## src/sv/ieqc_pkg.sv

```systemverilog
`timescale 1ns / 1ps
// ----------------------------------------------------------------------------
// ieqc_pkg
// Types and constants shared by the event queue front end, back end and checker.
// ----------------------------------------------------------------------------
package ieqc_pkg;

	// Input actions
	localparam logic [1:0] ACT_SUBMIT_MOUSE = 2'd0;
	localparam logic [1:0] ACT_SUBMIT_KEY   = 2'd1;
	localparam logic [1:0] ACT_POP          = 2'd2;
	localparam logic [1:0] ACT_CLEAR        = 2'd3;

	// Result status codes
	localparam logic [2:0] ST_QUEUED  = 3'd0;
	localparam logic [2:0] ST_DROPPED = 3'd1;
	localparam logic [2:0] ST_IGNORED = 3'd2;
	localparam logic [2:0] ST_POPPED  = 3'd3;
	localparam logic [2:0] ST_EMPTY   = 3'd4;
	localparam logic [2:0] ST_CLEARED = 3'd5;

	localparam logic [15:0] MOVE_CODE  = 16'h0200;
	localparam logic [31:0] REL_OFFSET = 32'd100000;

	// Stored entry: pay holds extra data for mouse, key data for keyboard
	typedef struct packed {
		logic        kb;
		logic [15:0] code;
		logic [31:0] x;
		logic [31:0] y;
		logic [31:0] pay;
	} entry_t;

	localparam int ENTRY_W = $bits(entry_t);

	typedef enum logic [1:0] {
		CMD_SUBMIT,
		CMD_POP,
		CMD_CLEAR
	} cmd_kind_t;

	typedef struct packed {
		cmd_kind_t kind;
		entry_t    ent;
	} cmd_t;

	typedef struct packed {
		logic [2:0]  status;
		logic        kb;
		logic [31:0] x;
		logic [31:0] y;
		logic [15:0] code;
		logic [31:0] extra;
		logic [31:0] key;
		logic [7:0]  merged;
		logic        dkb;
		logic        dmove;
		logic [8:0]  count;
	} res_t;

endpackage

```

## src/sv/ieqc_front.sv

```systemverilog
`timescale 1ns / 1ps
// ----------------------------------------------------------------------------
// ieqc_front
// Accepts requests, classifies them into commands and buffers two of them.
// ----------------------------------------------------------------------------
module ieqc_front (
	input  logic             clk,
	input  logic             arst_n,
	input  logic             in_valid,
	output logic             in_ready,
	input  logic [1:0]       in_action,
	input  logic [31:0]      in_x,
	input  logic [31:0]      in_y,
	input  logic [15:0]      in_code,
	input  logic [31:0]      in_extra,
	input  logic [31:0]      in_key,
	output logic             cmd_valid,
	input  logic             cmd_ready,
	output ieqc_pkg::cmd_t   cmd
);

	ieqc_pkg::cmd_t cls;
	ieqc_pkg::cmd_t buf_q [2];
	logic       wp_q, rp_q;
	logic [1:0] cnt_q;
	logic       push, pop;

	// Classify: zero the fields that do not belong to the event kind
	always_comb begin
		cls = '0;
		case (in_action)
			ieqc_pkg::ACT_SUBMIT_MOUSE: begin
				cls.kind     = ieqc_pkg::CMD_SUBMIT;
				cls.ent.x    = in_x;
				cls.ent.y    = in_y;
				cls.ent.code = in_code;
				cls.ent.pay  = in_extra;
			end
			ieqc_pkg::ACT_SUBMIT_KEY: begin
				cls.kind    = ieqc_pkg::CMD_SUBMIT;
				cls.ent.kb  = 1'b1;
				cls.ent.pay = in_key;
			end
			ieqc_pkg::ACT_POP: begin
				cls.kind = ieqc_pkg::CMD_POP;
			end
			default: begin
				cls.kind = ieqc_pkg::CMD_CLEAR;
			end
		endcase
	end

	assign in_ready  = (cnt_q != 2'd2);
	assign cmd_valid = (cnt_q != 2'd0);
	assign cmd       = buf_q[rp_q];
	assign push      = in_valid && in_ready;
	assign pop       = cmd_valid && cmd_ready;

	// Payload buffer
	always_ff @(posedge clk) begin
		if (push) begin
			buf_q[wp_q] <= cls;
		end
	end

	// Buffer pointers
	always_ff @(posedge clk or negedge arst_n) begin
		if (!arst_n) begin
			wp_q  <= 1'b0;
			rp_q  <= 1'b0;
			cnt_q <= 2'd0;
		end else begin
			if (push) wp_q <= ~wp_q;
			if (pop)  rp_q <= ~rp_q;
			cnt_q <= cnt_q + 2'(push) - 2'(pop);
		end
	end

endmodule

```

## config.mk

```make
export PLATFORM = sky130hd
export DESIGN_NAME = ieqc_front
export DESIGN_NICKNAME = d
export VERILOG_FILES = /design/src/sv/ieqc_pkg.sv /design/src/sv/ieqc_front.sv
export SDC_FILE = /design/constraint.sdc
export NUM_CORES = 1
export LEC_CHECK = 0
export BUFFER_PORTS_ARGS = -buffer_cell sky130_fd_sc_hd__buf_2
export CAP_MARGIN = 15
export CORE_UTILIZATION = 50
export DETAILED_ROUTE_END_ITERATION = 8
export PLACE_DENSITY_LB_ADDON = 0.25
export SLEW_MARGIN = 10
export SYNTH_ARGS = -nofsm -noshare
export SYNTH_HDL_FRONTEND = slang
export SYNTH_SLANG_ARGS = --single-unit
```

## constraint.sdc

```tcl
create_clock -name clk -period 7.1 [get_ports clk]
set_clock_uncertainty 0.1 [all_clocks]
set_input_delay 0.355 -clock clk [delete_from_list [all_inputs] [get_ports clk]]
set_output_delay 0.355 -clock clk [all_outputs]
set_load 0.02 [all_outputs]
```

* Word level (Yosys, flattened, before mapping)
Memory sizes are Yosys's and may differ from the RTL's.
Index checks and enable logic that the tools add are counted.
W data, S select, Z words.
** Storage, ports and cells
- Flip-flop bits (word level) :: 4
- RAM bits :: 230
- Input bits :: 150
- Output and inout port bits :: 117
- Memories :: 1
** Operators by class
- $add $sub $neg :: 2
- Eq/ne operators :: 3
- Mux-type cells :: 6
- Bitwise logic cells :: 2
- Reductions and logical operators :: 5
** Memory list
- buf_q :: words 2, bits a word 115, read ports 1, clocked after Yosys merged registers in 0, wr ports 1, RTL line ieqc_front.sv:23 : ieqc_pkg::cmd_t buf_q [2];
** Operators by type and width (count)
- $mux W80 :: 1
- $pmux W32 S2 :: 1
- $pmux W2 S2 :: 1
- $mux W1 :: 3
- $add A2 B1 Y2 :: 1
- $eq A2 B1 Y1 const B :: 1
- $eq A2 B2 Y1 const B :: 1
- $logic_and A1 B1 Y1 :: 2
- $logic_not A2 Y1 :: 1
- $ne A2 B2 Y1 const B :: 1
- $not A1 Y1 :: 2
- $reduce_bool A2 Y1 :: 1
- $reduce_or A2 Y1 :: 1
- $sub A2 B1 Y2 :: 1

* Logic depth before layout (Yosys ltp)
- Depth in word-level cells :: 4
- Gate-level depth with buffers :: 5
- Depth with buffers taken out :: 5

* Worst setup path after synthesis
OpenSTA, ideal clock, no wires.
- Path type :: register -> register
- Start :: register cnt_q[0]
- End :: memory buf_q[0][0] (netlist bit) (enable)
- Arrival time :: 5586 ps
- Setup slack :: 824 ps
- Stages on the path, launching flop included :: 4
- Cells stage by stage :: dfrtp_1 > nand2b_1 > nand2_1 > nor2_1
** Between the ends
- Longest elaborated chain between the ends :: 4
** Ends and longest elaborated chain
- start: declaration :: RTL line ieqc_front.sv:25 : logic [1:0] cnt_q;
- start signal: assignment :: RTL line ieqc_front.sv:75 : cnt_q <= cnt_q + 2'(push) - 2'(pop);
- $ne A2 B2 Y1 :: RTL line ieqc_front.sv:53 : assign in_ready = (cnt_q != 2'd2);
- net in_ready :: RTL line ieqc_front.sv:10 : output logic in_ready,
- $logic_and A1 B1 Y1 :: RTL line ieqc_front.sv:56 : assign push = in_valid && in_ready;
- $mux W1 :: RTL line ieqc_front.sv:61 : if (push) begin
- $mux W1 (not written as such) :: RTL line ieqc_front.sv:62 : buf_q[wp_q] <= cls;
- end: declaration :: RTL line ieqc_front.sv:23
The timed path passes the listed nets, and every way through them passes these cells.

==> Implementation_results.wiki <==
{| class="wikitable"
! Metric !! Value
|-
| DR pass1 iterations || 4
|-
| Number of warnings issued by yosys || 0
|-
| # rows || 50
|-
| Most common library cells after synthesis || sky130_fd_sc_hd__edfxtp_1 (230), sky130_fd_sc_hd__and2_1 (81), sky130_fd_sc_hd__mux2_2 (75)
|-
| Post-CTS setup repair buffer count || 0
|-
| Chip width || 141 µm
|-
| Register-to-Register Path Depth || 5
|-
| Drt wl/cell || 17.1 µm
|-
| Tightest slew margin relative to the limit || 27.9%
|-
| Proportion of synthesized chip area in sequential cells || 72.1%
|-
| Delay of the slowest critical-path stage || 920 ps
|-
| Routed Wire Length || 18700 µm
|-
| Via count || 5426
|-
| Series of cell instances along the critical path || buf_4 > mux2_2 > buf_2
|-
| Highest routing layer actually used || met4
|-
| Final net count || 965
|-
| TritonCTS Buffers || 24
|-
| TritonCTS clock tree || done
|-
| CP max-delay cell || sky130_fd_sc_hd__buf_4
|-
| Worst hold stages || 2
|-
| Clock edge transition at the registers on the reported setup and hold paths || 60 ps
|-
| Final weighted congestion in routability-driven placement || 0.720
|-
| Endpoint kind of the worst setup timing path || output port
|-
| WP data required || 6640 ps
|-
| Die area || 0.0200 mm²
|-
| Worst Tran Pin Value || 1080 ps
|-
| Detailed-placement wirelength estimate || 12100 µm
|-
| Total overflow reported by the global router || 0
|-
| Wire length of the first global-routing pass || 29400 µm
|-
| Sum of met2 wire segment lengths after detailed routing || 9180 µm
|-
| Switching power share of the total || 32.4%
|-
| Switching component of the power || 1550 µW
|-
| Maximum number of pins on one net before global-route repair || 81
|-
| Post-route cell area || 0.0120 mm²
|-
| Count of flip-flops with a built-in enable after synthesis || 230
|-
| CTS Root Buffer Type || sky130_fd_sc_hd__clkbuf_16
|-
| Post-synthesis instance total || 544
|-
| Clock network fraction of total power || 23.1%
|-
| Final Hold Vio Count || 0
|-
| Average footprint of a synthesized cell || 17.9 µm²
|-
| Cells taking the most area after synthesis || sky130_fd_sc_hd__edfxtp_1 (71%), sky130_fd_sc_hd__mux2_2 (8.7%), sky130_fd_sc_hd__mux2_4 (6.2%)
|-
| Worst slack at placement || 4150 ps
|-
| Power per unit of standard cell area || 399 mW/mm²
|-
| Synthesized net count || 695
|-
| Fin crit share || 48.7%
|-
| Max rail drop VDD || 0.210 mV
|-
| Overall power || 4770 µW
|-
| I/O pin count || 267
|-
| Power share of the sequential group || 43.1%
|-
| Worst Setup Slack, final || 3640 ps
|-
| Final count of negative-setup-slack endpoints || 0
|-
| Total Neg Setup Slack || 0 ps
|-
| Max Transition Viols Final || 0
|-
| Gate power share || 33.7%
|-
| Number of global-route vias before repair || 5754
|-
| Maximum clock rate || 289 MHz
|-
| Total leakage power || 0.00483 µW
|-
| Proportion of layout cells with a drive suffix above 1 || 50.8%
|-
| H-tree levels || 1
|-
| Vias per inst || 4.98
|-
| Max Cap Viol || 0
|-
| Internal || 3220 µW
|-
| Top-area cell type share of the netlist area || 71.1%
|-
| Number of design rule violations left after detail routing || 0
|-
| Run status || finished, final reports clean
|-
| Starting density of the core || 51.5%
|-
| Initial antenna violation count || 2
|-
| Overall fraction of global-route tracks in use || 18.8%
|-
| Clk sink count || 234
|-
| Clk Latency, worst-skew pair || 500 ps
|-
| Maximum fanout along the worst path || 65
|-
| Clock buffer depth || 3
|-
| Die H || 141 µm
|-
| Layout overhead on the synthesized area || 23.0%
|-
| Post-synthesis cell area || 0.00972 mm²
|-
| Leading cell type by number of instances after synthesis || sky130_fd_sc_hd__edfxtp_1
|-
| Placed insts || 1047
|-
| Class of the most critical hold timing path || in -> reg
|-
| Number of I/O port buffers || 266
|-
| Post-Route M1 WL || 7740 µm
|-
| Placed Area || 0.0113 mm²
|-
| Post-route ant nets || 0
|-
| Core region area || 0.0189 mm²
|-
| Critical Setup Path Class || reg -> out
|-
| Final non-filler cell total || 1090
|-
| Number of distinct library cells after synthesis || 25
|-
| Final critical delay including setup and external delays || 3460 ps
|-
| Routed length on met3 || 1300 µm
|-
| Share of async-settable or async-resettable flops after synthesis || 1.71%
|-
| Post-synth top area cell || sky130_fd_sc_hd__edfxtp_1
|-
| Register bit total from synthesis || 234
|-
| Arrival time of the worst setup path || 3000 ps
|-
| Unrepaired setup endpoints after global routing || false
|-
| Initial detailed-routing violation count || 335
|-
| Worst setup SP type || flop
|-
| Most common flop cell mapped by yosys || sky130_fd_sc_hd__edfxtp_1
|}
[layout make-up]
cell class,instances,area (µm²)
clock inverters,10,41.3
fillers,1432,6930
flip-flops and latches,234,7010
multi-input cells,281,2550
clock buffers,30,644
well taps,260,325
diodes,2,5.00
repair buffers,273,1390
[metrics by stage]
| stage | util (%) | hold WS [ps] |
|---|---|---|
| 3_3_place_gp | 59.6 | 65.5 |
| 2_1_floorplan | - | -40.6 |
| 5_1_grt | 63.3 | 42.4 |
| 6_report | 63.3 | 55.4 |
| 3_5_place_dp | 59.6 | 68.8 |
| 4_1_cts | 63.3 | 32.9 |
[registers in the layout, indices dropped and copies added (netlist names)]
register,cells
buf_q,230
cnt_q,2
rp_q,1
wp_q,1
[power by group through the flow]
stage | logic [µW] | clock network [µW] | registers [µW]
finish | 1610 | 1100 | 2060
global route | 1720 | 1180 | 2090
CTS | 1630 | 1130 | 2060
detailed placement | 1630 | 0 | 2090
global placement | 1610 | 0 | 2070
floorplan | 1230 | 0 | 2040
[cell usage in the layout (no fill, tap or decap)]
| cell type | netlist | final |
|---|---|---|
| sky130_fd_sc_hd__buf_2 | 8 | 266 |
| sky130_fd_sc_hd__edfxtp_1 | 230 | 230 |
| sky130_fd_sc_hd__and2_1 | 81 | 81 |
| sky130_fd_sc_hd__mux2_2 | 75 | 75 |
| sky130_fd_sc_hd__mux2_4 | 40 | 40 |
| sky130_fd_sc_hd__nor2_1 | 35 | 34 |
| sky130_fd_sc_hd__mux2i_1 | 32 | 32 |
| sky130_fd_sc_hd__clkbuf_16 | 0 | 25 |
| sky130_fd_sc_hd__clkinv_1 | 0 | 7 |
| sky130_fd_sc_hd__buf_4 | 4 | 6 |
| sky130_fd_sc_hd__clkbuf_1 | 10 | 5 |
| sky130_fd_sc_hd__nor2b_1 | 3 | 3 |
| sky130_fd_sc_hd__xnor2_1 | 3 | 3 |
| sky130_fd_sc_hd__clkinv_2 | 0 | 3 |
| sky130_fd_sc_hd__dfrtp_1 | 4 | 3 |
| sky130_fd_sc_hd__diode_2 | 0 | 2 |
| sky130_fd_sc_hd__nor2_4 | 1 | 2 |
| sky130_fd_sc_hd__nand2_1 | 2 | 2 |
| sky130_fd_sc_hd__or2_2 | 1 | 1 |
| sky130_fd_sc_hd__nand2b_1 | 1 | 1 |
| sky130_fd_sc_hd__a211oi_1 | 1 | 1 |
| sky130_fd_sc_hd__nand3_1 | 1 | 1 |
| sky130_fd_sc_hd__o21ai_0 | 1 | 1 |
| sky130_fd_sc_hd__a21bo_2 | 1 | 1 |
| sky130_fd_sc_hd__a32oi_1 | 1 | 1 |
| sky130_fd_sc_hd__and3_4 | 0 | 1 |
| sky130_fd_sc_hd__ha_1 | 1 | 1 |
| sky130_fd_sc_hd__dlygate4sd3_1 | 0 | 1 |
| sky130_fd_sc_hd__dfrtp_4 | 0 | 1 |
[layer usage]
metal  vias up  global-route usage [%]
met2       209                    33.0
met1      2611                    23.3
met5         -                       0
li1       2571                       -
met4         0                    5.83
met3        35                    4.25
[path summary, 6_finish.rpt]
check | endpoint | from | slack [ps]
setup / recovery | cmd[108] | rp_q | 3640
hold / removal | buf_q[1][109] | in_code[13] | 60
max in group asynchronous | rp_q | arst_n | 6650
setup reg to reg | buf_q[0][100] | cnt_q[0] | 4310
min in group asynchronous | rp_q | arst_n | 110
hold reg to reg | wp_q | wp_q | 470
[worst max-delay path: cells and delay by family, from the launching register on]
kind / cells / cell delay, ps
buf+inv: 2 / 1080
flops: 1 / 890
mux: 1 / 430
[cell families (layout without fill, tap and decap cells)]
family / count (synthesis) / in the layout / share of synthesized area [%]
mux: 147 / 147 / 18.2
buf+inv: 29 / 313 / 1.84
simple gates: 126 / 126 / 7.20
flops: 234 / 234 / 72.1
xor+xnor: 3 / 3 / 0.270
compound gates: 4 / 4 / 0.322
other cells: 0 / 2 / 0
fa+ha+maj: 1 / 1 / 0.129
[what timing repair did]
item                                   CTS  global route
endpoints found under the hold margin    4             0
gates resized for setup                  0             0
hold buffers                             1             0
Note: power is estimated with default switching activity, not from simulation.
